===== src/rtl/ps2_receive_demux_fifo_macros.svh =====
// Assertion macros for the PS/2 receive demux FIFO.
`ifndef PS2_RECEIVE_DEMUX_FIFO_MACROS_SVH
`define PS2_RECEIVE_DEMUX_FIFO_MACROS_SVH
`ifndef SYNTH
// Property that must hold at every clock edge out of reset.
`define PS2RDF_ASSERT(label, clk, rst, prop) \
  label: assert property (@(posedge clk) disable iff (rst) (prop)) \
    else $error("ps2rdf assertion failed");
// Property that must hold in the cycle after the trigger.
`define PS2RDF_ASSERT_NEXT(label, clk, rst, trig, cons) \
  label: assert property (@(posedge clk) disable iff (rst) (trig) |=> (cons)) \
    else $error("ps2rdf assertion failed");
`else
`define PS2RDF_ASSERT(label, clk, rst, prop)
`define PS2RDF_ASSERT_NEXT(label, clk, rst, trig, cons)
`endif
`endif


===== src/rtl/ps2rdf_pkg.sv =====
// Shared types, codes and helpers for the PS/2 receive demux FIFO.
`default_nettype none
package ps2rdf_pkg;

  localparam int FIFO_DEPTH_DEF = 16;

  // Item commands
  localparam logic [1:0] CMD_RX     = 2'd0;
  localparam logic [1:0] CMD_ARM    = 2'd1;
  localparam logic [1:0] CMD_PULL   = 2'd2;
  localparam logic [1:0] CMD_CANCEL = 2'd3;

  // Device reply codes
  localparam logic [7:0] CODE_ACK    = 8'hFA;
  localparam logic [7:0] CODE_RESEND = 8'hFE;
  localparam logic [7:0] CODE_ECHO   = 8'hEE;

  // Datapath operations
  localparam logic [2:0] OP_PUSH   = 3'd0;
  localparam logic [2:0] OP_REPLY  = 3'd1;
  localparam logic [2:0] OP_RESP   = 3'd2;
  localparam logic [2:0] OP_ARM    = 3'd3;
  localparam logic [2:0] OP_PULL   = 3'd4;
  localparam logic [2:0] OP_CANCEL = 3'd5;

  typedef struct packed {
    logic       load;
    logic [2:0] op;
  } ps2rdf_cmd_t;

  typedef struct packed {
    logic waiting;
    logic has_reply;
  } ps2rdf_status_t;

  function automatic logic is_reply_code(input logic [7:0] b);
    return (b == CODE_ACK) || (b == CODE_RESEND) || (b == CODE_ECHO);
  endfunction

endpackage
`default_nettype wire


===== src/rtl/ps2rdf_if.sv =====
// Valid/ready channel interfaces for input items and results.
`default_nettype none
interface ps2rdf_in_if;
  logic       valid;
  logic       ready;
  logic [1:0] cmd;
  logic [7:0] rx_byte;
  logic       expect_response;

  modport source (output valid, cmd, rx_byte, expect_response, input ready);
  modport sink (input valid, cmd, rx_byte, expect_response, output ready);
endinterface

interface ps2rdf_out_if;
  logic       valid;
  logic       ready;
  logic [7:0] pulled_byte;
  logic       pulled_valid;
  logic [7:0] reply_code;
  logic [7:0] response_byte;
  logic       busy_waiting;
  logic       fifo_empty;
  logic       fifo_full;

  modport source (output valid, pulled_byte, pulled_valid, reply_code, response_byte,
                  busy_waiting, fifo_empty, fifo_full, input ready);
  modport sink (input valid, pulled_byte, pulled_valid, reply_code, response_byte,
                busy_waiting, fifo_empty, fifo_full, output ready);
endinterface
`default_nettype wire


===== src/rtl/ps2rdf_ctrl.sv =====
// Controller: handshake state and classification of each item into a datapath op.
`default_nettype none
module ps2rdf_ctrl (
  input  wire logic                      clk,
  input  wire logic                      rst,
  input  wire logic                      in_valid,
  output logic                           in_ready,
  input  wire logic [1:0]                cmd,
  input  wire logic [7:0]                rx_byte,
  output logic                           out_valid,
  input  wire logic                      out_ready,
  input  wire ps2rdf_pkg::ps2rdf_status_t status,
  output ps2rdf_pkg::ps2rdf_cmd_t        dp_cmd
);
  import ps2rdf_pkg::*;

  localparam logic ST_IDLE = 1'b0;
  localparam logic ST_HOLD = 1'b1;

  logic state;
  logic state_next;

  // Result register frees up in the same cycle it is taken.
  assign in_ready  = (state == ST_IDLE) || out_ready;
  assign out_valid = (state == ST_HOLD);

  always_comb begin
    dp_cmd.load = in_valid && in_ready;
    dp_cmd.op   = OP_PUSH;
    unique case (cmd)
      CMD_RX: begin
        if (status.waiting && status.has_reply) begin
          dp_cmd.op = OP_RESP;
        end else if (status.waiting && is_reply_code(rx_byte)) begin
          dp_cmd.op = OP_REPLY;
        end else begin
          dp_cmd.op = OP_PUSH;
        end
      end
      CMD_ARM:    dp_cmd.op = OP_ARM;
      CMD_PULL:   dp_cmd.op = OP_PULL;
      CMD_CANCEL: dp_cmd.op = OP_CANCEL;
      default:    dp_cmd.op = OP_PUSH;
    endcase
  end

  always_comb begin
    state_next = state;
    unique case (state)
      ST_IDLE: if (dp_cmd.load) state_next = ST_HOLD;
      ST_HOLD: if (out_ready && !dp_cmd.load) state_next = ST_IDLE;
      default: state_next = ST_IDLE;
    endcase
  end

  always_ff @(posedge clk) begin
    if (rst) begin
      state <= ST_IDLE;
    end else begin
      state <= state_next;
    end
  end

endmodule
`default_nettype wire


===== src/rtl/ps2rdf_dp.sv =====
// Datapath: ring FIFO storage and pointers, reply/response capture registers.
`default_nettype none
module ps2rdf_dp #(
  parameter int FIFO_DEPTH = ps2rdf_pkg::FIFO_DEPTH_DEF
) (
  input  wire logic                    clk,
  input  wire logic                    rst,
  input  wire ps2rdf_pkg::ps2rdf_cmd_t dp_cmd,
  input  wire logic [7:0]              rx_byte,
  input  wire logic                    expect_response,
  output ps2rdf_pkg::ps2rdf_status_t   status,
  output logic [7:0]                   pulled_byte,
  output logic                         pulled_valid,
  output logic [7:0]                   reply_code,
  output logic [7:0]                   response_byte,
  output logic                         busy_waiting,
  output logic                         fifo_empty,
  output logic                         fifo_full
);
  import ps2rdf_pkg::*;

  localparam int PTR_W = (FIFO_DEPTH > 1) ? $clog2(FIFO_DEPTH) : 1;
  localparam logic [PTR_W-1:0] PTR_LAST = PTR_W'(FIFO_DEPTH - 1);

  logic [7:0]       mem [FIFO_DEPTH];
  logic [7:0]       rd_data;
  logic [PTR_W-1:0] rd_ptr;
  logic [PTR_W-1:0] wr_ptr;
  logic [PTR_W-1:0] rd_ptr_inc;
  logic [PTR_W-1:0] wr_ptr_inc;
  logic             full;
  logic             empty;
  logic             waiting;
  logic             expect_flag;
  logic [7:0]       reply;
  logic [7:0]       response;
  logic             pull_ok;
  logic             push_en;
  logic             pull_en;

  assign rd_ptr_inc = (rd_ptr == PTR_LAST) ? '0 : rd_ptr + 1'b1;
  assign wr_ptr_inc = (wr_ptr == PTR_LAST) ? '0 : wr_ptr + 1'b1;
  assign empty      = !full && (rd_ptr == wr_ptr);
  assign push_en    = dp_cmd.load && (dp_cmd.op == OP_PUSH);
  assign pull_en    = dp_cmd.load && (dp_cmd.op == OP_PULL);

  // Storage: one write port, one registered read port
  always_ff @(posedge clk) begin
    if (push_en) begin
      mem[wr_ptr] <= rx_byte;
    end
  end

  always_ff @(posedge clk) begin
    if (pull_en) begin
      rd_data <= mem[rd_ptr];
    end
  end

  always_ff @(posedge clk) begin
    if (rst) begin
      rd_ptr      <= '0;
      wr_ptr      <= '0;
      full        <= 1'b0;
      waiting     <= 1'b0;
      expect_flag <= 1'b0;
      reply       <= '0;
      response    <= '0;
      pull_ok     <= 1'b0;
    end else if (dp_cmd.load) begin
      pull_ok <= 1'b0;
      unique case (dp_cmd.op)
        OP_PUSH: begin
          wr_ptr <= wr_ptr_inc;
          if (full) begin
            rd_ptr <= wr_ptr_inc;
          end else if (wr_ptr_inc == rd_ptr) begin
            full <= 1'b1;
          end
        end
        OP_REPLY: begin
          reply    <= rx_byte;
          response <= '0;
          waiting  <= (rx_byte == CODE_ACK) && expect_flag;
        end
        OP_RESP: begin
          response <= rx_byte;
          waiting  <= 1'b0;
        end
        OP_ARM: begin
          waiting     <= 1'b1;
          expect_flag <= expect_response;
          reply       <= '0;
          response    <= '0;
        end
        OP_PULL: begin
          if (!empty) begin
            pull_ok <= 1'b1;
            rd_ptr  <= rd_ptr_inc;
            full    <= 1'b0;
          end
        end
        OP_CANCEL: waiting <= 1'b0;
        default: ;
      endcase
    end
  end

  assign status.waiting   = waiting;
  assign status.has_reply = (reply != '0);

  assign pulled_byte   = pull_ok ? rd_data : '0;
  assign pulled_valid  = pull_ok;
  assign reply_code    = reply;
  assign response_byte = response;
  assign busy_waiting  = waiting;
  assign fifo_empty    = empty;
  assign fifo_full     = full;

endmodule
`default_nettype wire


===== src/rtl/ps2_receive_demux_fifo.sv =====
// Top level of the PS/2 receive demux with overwrite-oldest ring FIFO.
//
//  channel  dir  handshake     payload
//  in_ch    in   valid/ready   cmd[1:0], rx_byte[7:0], expect_response
//  out_ch   out  valid/ready   pulled_byte, pulled_valid, reply_code, response_byte,
//                              busy_waiting, fifo_empty, fifo_full
//
// One result per accepted item, shown in the cycle after the input transfer.
// Sustained rate is one item per clock while out_ch.ready stays high: all state
// is updated on the transfer, with the FIFO memory read port registered into the result.
// Output stall blocks input: in_ch.ready drops while a result waits untaken,
// and a new item is taken in the same cycle the pending result transfers.
// Synchronous reset clears pointers, flags and capture registers; the FIFO
// memory itself is not cleared (no clearing pass, ready right after reset).
`default_nettype none
`include "ps2_receive_demux_fifo_macros.svh"
module ps2_receive_demux_fifo #(
  parameter int FIFO_DEPTH = ps2rdf_pkg::FIFO_DEPTH_DEF
) (
  input wire logic      clk,
  input wire logic      rst,
  ps2rdf_in_if.sink     in_ch,
  ps2rdf_out_if.source  out_ch
);
  import ps2rdf_pkg::*;

  ps2rdf_cmd_t    dp_cmd;
  ps2rdf_status_t status;

  // Classifies each item and owns the result-register handshake
  ps2rdf_ctrl u_ctrl (
    .clk       (clk),
    .rst       (rst),
    .in_valid  (in_ch.valid),
    .in_ready  (in_ch.ready),
    .cmd       (in_ch.cmd),
    .rx_byte   (in_ch.rx_byte),
    .out_valid (out_ch.valid),
    .out_ready (out_ch.ready),
    .status    (status),
    .dp_cmd    (dp_cmd)
  );

  // FIFO, pointers and capture registers; outputs are post-step state
  ps2rdf_dp #(
    .FIFO_DEPTH (FIFO_DEPTH)
  ) u_dp (
    .clk             (clk),
    .rst             (rst),
    .dp_cmd          (dp_cmd),
    .rx_byte         (in_ch.rx_byte),
    .expect_response (in_ch.expect_response),
    .status          (status),
    .pulled_byte     (out_ch.pulled_byte),
    .pulled_valid    (out_ch.pulled_valid),
    .reply_code      (out_ch.reply_code),
    .response_byte   (out_ch.response_byte),
    .busy_waiting    (out_ch.busy_waiting),
    .fifo_empty      (out_ch.fifo_empty),
    .fifo_full       (out_ch.fifo_full)
  );

  // Empty and full are exclusive
  `PS2RDF_ASSERT(a_empty_full_excl, clk, rst, !(out_ch.fifo_empty && out_ch.fifo_full))

  // A pending untaken result holds off the next input transfer
  `PS2RDF_ASSERT(a_stall_blocks_in, clk, rst, !(out_ch.valid && !out_ch.ready && in_ch.ready))

  // Arming starts a fresh wait with the stale reply dropped
  `PS2RDF_ASSERT_NEXT(a_arm_clears, clk, rst, in_ch.valid && in_ch.ready && in_ch.cmd == CMD_ARM, out_ch.valid && out_ch.busy_waiting && out_ch.reply_code == 8'h00)

  // Pull from a non-empty FIFO always returns a byte
  `PS2RDF_ASSERT_NEXT(a_pull_returns, clk, rst, in_ch.valid && in_ch.ready && in_ch.cmd == CMD_PULL && !out_ch.fifo_empty, out_ch.valid && out_ch.pulled_valid)

endmodule
`default_nettype wire


===== src/flat_wrapper.sv =====
// flat-port wrapper written by rule: the top's interface ports become plain ports
module ps2_receive_demux_fifo_flat import ps2rdf_pkg::*;
#(
  parameter int FIFO_DEPTH = ps2rdf_pkg::FIFO_DEPTH_DEF
)
  (clk, rst, in_ch_valid, in_ch_cmd, in_ch_rx_byte, in_ch_expect_response, in_ch_ready, out_ch_valid, out_ch_pulled_byte, out_ch_pulled_valid, out_ch_reply_code, out_ch_response_byte, out_ch_busy_waiting, out_ch_fifo_empty, out_ch_fifo_full, out_ch_ready);
  ps2rdf_in_if in_ch_i ();
  ps2rdf_out_if out_ch_i ();
  input wire logic clk;
  input wire logic rst;
  input wire logic [$bits(in_ch_i.valid)-1:0] in_ch_valid;
  input wire logic [$bits(in_ch_i.cmd)-1:0] in_ch_cmd;
  input wire logic [$bits(in_ch_i.rx_byte)-1:0] in_ch_rx_byte;
  input wire logic [$bits(in_ch_i.expect_response)-1:0] in_ch_expect_response;
  output wire logic [$bits(in_ch_i.ready)-1:0] in_ch_ready;
  output wire logic [$bits(out_ch_i.valid)-1:0] out_ch_valid;
  output wire logic [$bits(out_ch_i.pulled_byte)-1:0] out_ch_pulled_byte;
  output wire logic [$bits(out_ch_i.pulled_valid)-1:0] out_ch_pulled_valid;
  output wire logic [$bits(out_ch_i.reply_code)-1:0] out_ch_reply_code;
  output wire logic [$bits(out_ch_i.response_byte)-1:0] out_ch_response_byte;
  output wire logic [$bits(out_ch_i.busy_waiting)-1:0] out_ch_busy_waiting;
  output wire logic [$bits(out_ch_i.fifo_empty)-1:0] out_ch_fifo_empty;
  output wire logic [$bits(out_ch_i.fifo_full)-1:0] out_ch_fifo_full;
  input wire logic [$bits(out_ch_i.ready)-1:0] out_ch_ready;
  assign in_ch_i.valid = in_ch_valid;
  assign in_ch_i.cmd = in_ch_cmd;
  assign in_ch_i.rx_byte = in_ch_rx_byte;
  assign in_ch_i.expect_response = in_ch_expect_response;
  assign in_ch_ready = in_ch_i.ready;
  assign out_ch_valid = out_ch_i.valid;
  assign out_ch_pulled_byte = out_ch_i.pulled_byte;
  assign out_ch_pulled_valid = out_ch_i.pulled_valid;
  assign out_ch_reply_code = out_ch_i.reply_code;
  assign out_ch_response_byte = out_ch_i.response_byte;
  assign out_ch_busy_waiting = out_ch_i.busy_waiting;
  assign out_ch_fifo_empty = out_ch_i.fifo_empty;
  assign out_ch_fifo_full = out_ch_i.fifo_full;
  assign out_ch_i.ready = out_ch_ready;
  ps2_receive_demux_fifo #(.FIFO_DEPTH(FIFO_DEPTH)) u_core (.clk(clk), .rst(rst), .in_ch(in_ch_i), .out_ch(out_ch_i));
endmodule

===== config.mk =====
export PLATFORM = sky130hd
export DESIGN_NAME = ps2_receive_demux_fifo_flat
export DESIGN_NICKNAME = d
export VERILOG_FILES = /design/src/rtl/ps2rdf_pkg.sv /design/src/rtl/ps2rdf_if.sv /design/src/rtl/ps2rdf_ctrl.sv /design/src/rtl/ps2rdf_dp.sv /design/src/rtl/ps2_receive_demux_fifo.sv /design/src/flat_wrapper.sv
export VERILOG_INCLUDE_DIRS = /design/src /design/src/rtl
export SDC_FILE = /design/constraint.sdc
export NUM_CORES = 1
export LEC_CHECK = 0
export CAP_MARGIN = 0
export CELL_PAD_IN_SITES_DETAIL_PLACEMENT = 0
export CELL_PAD_IN_SITES_GLOBAL_PLACEMENT = 2
export CORE_UTILIZATION = 47
export CTS_CLUSTER_DIAMETER = 50
export DETAILED_ROUTE_END_ITERATION = 10
export DONT_BUFFER_PORTS = 1
export GPL_TIMING_DRIVEN = 0
export HOLD_SLACK_MARGIN = 0.06
export PLACE_DENSITY_LB_ADDON = 0.3
export SLEW_MARGIN = 15
export SYNTH_ARGS = -nofsm -noshare
export SYNTH_HDL_FRONTEND = slang
export SYNTH_HIERARCHICAL = 1
export SYNTH_SLANG_ARGS = --single-unit

===== constraint.sdc =====
create_clock -name clk -period 3.4 [get_ports clk]
set_clock_uncertainty 0.1 [all_clocks]
set_input_delay 0.51 -clock clk [delete_from_list [all_inputs] [get_ports clk]]
set_output_delay 0.51 -clock clk [all_outputs]
set_load 0.05 [all_outputs]

# Word level (Yosys, flattened, before mapping)
# Memories as Yosys holds them, arrays and structs flattened. A register that Yosys moved wholly into a read port is not among the register bits.
# Index checks and enable logic that the tools add are counted.
[op_classes] n_addsub=2 eq_ne=17 muxes=23 n_bitwise=1 n_reduce_logical=29
[op_table] op="8-bit case mux with 2 select lines" n=2
[op_table] op="8-bit equality test, second input constant" n=3
[op_table] op="4-bit 2-to-1 mux" n=4
[op_table] op="3-bit case mux with 4 select lines" n=1
[op_table] op="1-bit 2-to-1 mux" n=10
[op_table] op="2-bit AND reduction" n=5
[op_table] op="4-bit by 1-bit adder with 4-bit output, second input constant" n=2
[op_table] op="4-bit equality test" n=2
[op_table] op="4-bit equality test, second input constant" n=2
[op_table] op="1-bit logical AND" n=8
[op_table] op="8-bit 2-to-1 mux" n=1
[op_table] op="4-bit case mux with 2 select lines" n=1
[op_table] op="8-bit nonzero test" n=1
[op_table] op="3-bit by 2-bit equality test with 1-bit output, second input constant" n=2
[op_table] op="3-bit equality test, second input constant" n=2
[op_table] op="2-bit nonzero test" n=3
[op_table] op="2-bit equality test, second input constant" n=2
[op_table] op="2-bit inequality test, second input constant" n=2
[op_table] op="1-bit case mux with 2 select lines" n=2
[op_table] op="4-bit AND reduction" n=1
[op_table] op="2-bit OR reduction" n=2
[op_table] op="3-bit by 1-bit equality test with 1-bit output, second input constant" n=1
[op_table] op="3-bit zero test" n=1
[op_table] op="1-bit logical OR" n=3
[op_table] op="other kinds (8)" n=9
[word_totals] ff_bits=29 ramBits=128 output_inout_bits=30 memories=1
[memory_table] memory="u_core.u_dp.mem" depth=16 width=8 rd=1 rd_ports_with_merged_regs=1 write_ports=1 line_no="ps2rdf_dp.sv:25" text="logic [7:0] mem [FIFO_DEPTH];"

# Longest topological paths before layout
[logic_depth] word_depth=11 ltp_mapped=10

# Modules after synthesis
# The synthesis kept the hierarchy.
[modules_own_cells] mod="ps2rdf_dp" n_inst=1 cells_each=420 area_per_inst_um2=6824.0 seq_area_each_um2=4644.5
[modules_own_cells] mod="ps2rdf_ctrl" n_inst=1 cells_each=14 area_per_inst_um2=97.6 seq_area_each_um2=20.0

# Worst setup path after synthesis
# No wires, ideal clock.
[synth_timing] path_kind="input to register" startpoint="in out_ch_ready" endpoint="mem u_core.u_dp.mem[0][0], enable pin" setup_ns=0.383 t_arrival_ns=2.457 slack_ns=0.459 cell_stages=5 path_buffers=0 cell_sequence="nand2b_1 -> and2_1 -> nor4b_4 -> nand2_1 -> nor3_1"
[synth_rtl] element="from (decl)" line_no="flat_wrapper.sv:24" text="input wire logic [$bits(out_ch_i.ready)-1:0] out_ch_ready;"
[synth_rtl] element="to (decl)" line_no="ps2rdf_dp.sv:25"

==> out/metrics.cfg <==
[layout]
stdcell_count = 649
fin_area_sq_um = 7830
area_growth_pct = 13.1
final_core_util_pct = 55.6
diodes = 0
finish.net_count = 476
final_layout_size_suffix_gt1_share_pct = 21.5

[floorplan]
coreArea_sq_um = 14100
io_pins = 45
start_util_pct = 49.1
die_w_um = 123
die_height_um = 123
std_cell_rows = 43
die_area_sq_um = 15200

[synth]
postSynthAreaPerCell_sq_um = 15.9
synthArstFlopShare_pct = 0
yosysWarnings = 6
synth_edf_count = 136
seq_area_frac_synth_pct = 67.4
synth_area_sq_um = 6920
synthTopCellsByArea = edfxtp_1 (59%), mux4_2 (9.4%), dfxtp_1 (8.4%)
synth_cell_type_count = 49
synthFlopType = edfxtp_1
synth_top_area_share_pct = 59.0
synth_nets = 454
syn_inst = 434
synth_top_area_cell = edfxtp_1
ys_ff_latch = 165

[clock_network]
root_buffer = clkbuf_16
clk_pin_slew_ns = 0.07
cts_tree = done
clock_sink_count = 165
clock_path_buffers = 2
numCtsBuffers = 17
htreeDepth = 4
insertion_delay_ns = 0.42

[power_and_ir_drop]
p_leak_nw = 2.47
power_mw = 4.17
vdd_ir_drop_max_mv = 0.323
p_per_area_nw_per_um2 = 532

[detailed_routing]
viasPerCell = 5.81
dr.first_iter.drc_count = 358
wl_per_cell_um = 22.8
wl_um = 14800
first_pass_iters = 4
drc = 0
vias = 3773
ant_nets = 0

[global_route]
grt-ovfl-total = 0
grt.total_usage_pct = 21.1
grt_max_degree = 21
grt_pass1_wl_um = 22300
antenna_found_initial = 0
grt_pass1_vias = 3816

[sta]
maxSlewHeadroom_pct = 32.2
fmax_mhz = 299
finalCritPeriodShare_pct = 98.4
worst_pin_slew_ns = 1.02
rsz0062_at_grt = true
setup_violations = 0
finalMaxSlewViolations = 0
hold_violations = 0
fin_crit_ns = 3.35
hold_slack_ns = 0.0802

[setup_path]
slowest_delay_ns = 0.65
slowest_stage = nor3_2
crit_buf_inv = 1
crit_path_end_kind = flip-flop
cpMostUsedCell = nand2_1
critPathArrivalTime_ns = 3.30
cp.required_ns = 3.35
critPathTopFamily = simple AND/OR/NAND/NOR gates
worst_setup_path_start_kind = flip-flop
critPathKind = reg -> reg
crit_path_cell_trace = nor4_1 -> nand2_1 -> a21oi_1 -> nor2_1 -> buf_2 -> nor4b_4 -> nand2_1 -> nor3_2
crit_fanout = 10

[placement]
io_buffers = 0
dp_hpwl_um = 9340
dp_cells = 614
gp_congestion = 0.772
placed_area_sq_um = 7170

[worst_hold_path]
hp-class = in -> reg

[run_status]
status = completed

[job]
maxCapViolations = 0

## flip-flops by register name (all words and copies together) (netlist names)
name,flops
u_core/u_dp/rd_ptr,4
u_core/u_dp/response_byte,8
u_core/u_dp/mem,128
u_core/u_dp/wr_ptr,4
u_core/u_dp/pulled_valid,1
u_core/u_dp/reply_code,8
u_core/u_ctrl/out_valid,1
u_core/u_dp/busy_waiting,1
u_core/u_dp/rd_data,8
u_core/u_dp/expect_flag,1
u_core/u_dp/fifo_full,1
## routing by layer
metal | up-vias | GRT usage, % | wire [um]
li1 | 1726 | - | -
met1 | 1941 | 27.8 | 6490
met2 | 94 | 34.7 | 7500
met3 | 12 | 4.61 | 645
met4 | 0 | 6.85 | 154
met5 | - | 0 | 0
## worst paths after layout
path	slack, ns	startpoint	cells after the start	to
worst max-delay path	0.05	u_core/u_dp/reply_code[3]	8	u_core/u_dp/mem[2][5]
worst min-delay path	0.08	in_ch_rx_byte[4]	0	u_core/u_dp/mem[10][4]
worst max register to register	0.05	u_core/u_dp/reply_code[3]	8	u_core/u_dp/mem[2][5]
worst min register to register	0.36	u_core/u_dp/expect_flag	2	u_core/u_dp/expect_flag
## cell type report
class                   instances  area (sq um)
well taps                     180           225
inverters                       8          30.0
multi-input cells             236          2140
flip-flops and latches        165          4660
clock inverters                13           114
repair buffers                  3          50.0
plain buffers                  25           155
fillers                      1139          6260
clock buffers                  19           454
## kinds of logic after synthesis
group | share of synthesized area (%)
adder cells (fa/ha/maj) | 0.904
multiplexers | 13.5
AND/OR/NAND/NOR | 9.22
AO/OA/AOI/OAI | 5.08
flip-flops | 67.4
buffers and inverters | 2.68
XOR/XNOR | 1.27
## stage by stage
stage | setup WS [ns] | setup TNS [ns]
after CTS | -0.00612 | -0.0369
after detailed placement | 0.0229 | 0
after floorplan | 0.459 | 0
after global placement | -0.383 | -10.86
final | 0.0534 | 0
after global routing | -0.163 | -4.55
## cell usage in the layout (no fill, tap or decap), types with 4 or more instances in the layout
cell type | Yosys | routed
a21oi_1 | 23 | 23
nor2b_1 | 16 | 16
inv_1 | 8 | 8
nand2b_1 | 5 | 5
nand2_1 | 22 | 22
edfxtp_1 | 136 | 136
nor2_2 | 0 | 11
nand3_1 | 12 | 12
dfxtp_1 | 29 | 29
a211oi_1 | 11 | 11
ha_1 | 5 | 5
and2_1 | 9 | 9
mux2i_1 | 20 | 20
clkbuf_16 | 0 | 18
mux4_2 | 29 | 29
clkbuf_1 | 5 | 6
xor2_1 | 4 | 4
nor2_1 | 31 | 20
xnor2_1 | 6 | 6
buf_2 | 10 | 10
buf_4 | 4 | 4
## Yosys cell counts, types with 5 or more instances
cell	number
nand3_1	12
clkbuf_1	5
mux2i_1	20
edfxtp_1	136
dfxtp_1	29
xnor2_1	6
nand2b_1	5
nand2_1	22
nor2_1	31
a21oi_1	23
and2_1	9
buf_2	10
a211oi_1	11
mux4_2	29
nor2b_1	16
ha_1	5
inv_1	8
## repair_timing
| item | CTS | global route |
|---|---|---|
| endpoints found under the setup margin | 8 | 128 |
| resized for setup | 0 | 14 |
| endpoints found under the hold margin | 1 | 0 |
| hold buffers | 1 | 0 |
| buffers inserted | 0 | 2 |
| pin swaps | 0 | 2 |
## report_power, final
group,switching [mW],internal [mW]
clock network,0.813,1.00
logic,0.0740,0.0507
registers,0.0302,2.20
(Power assumes the default switching activity.)
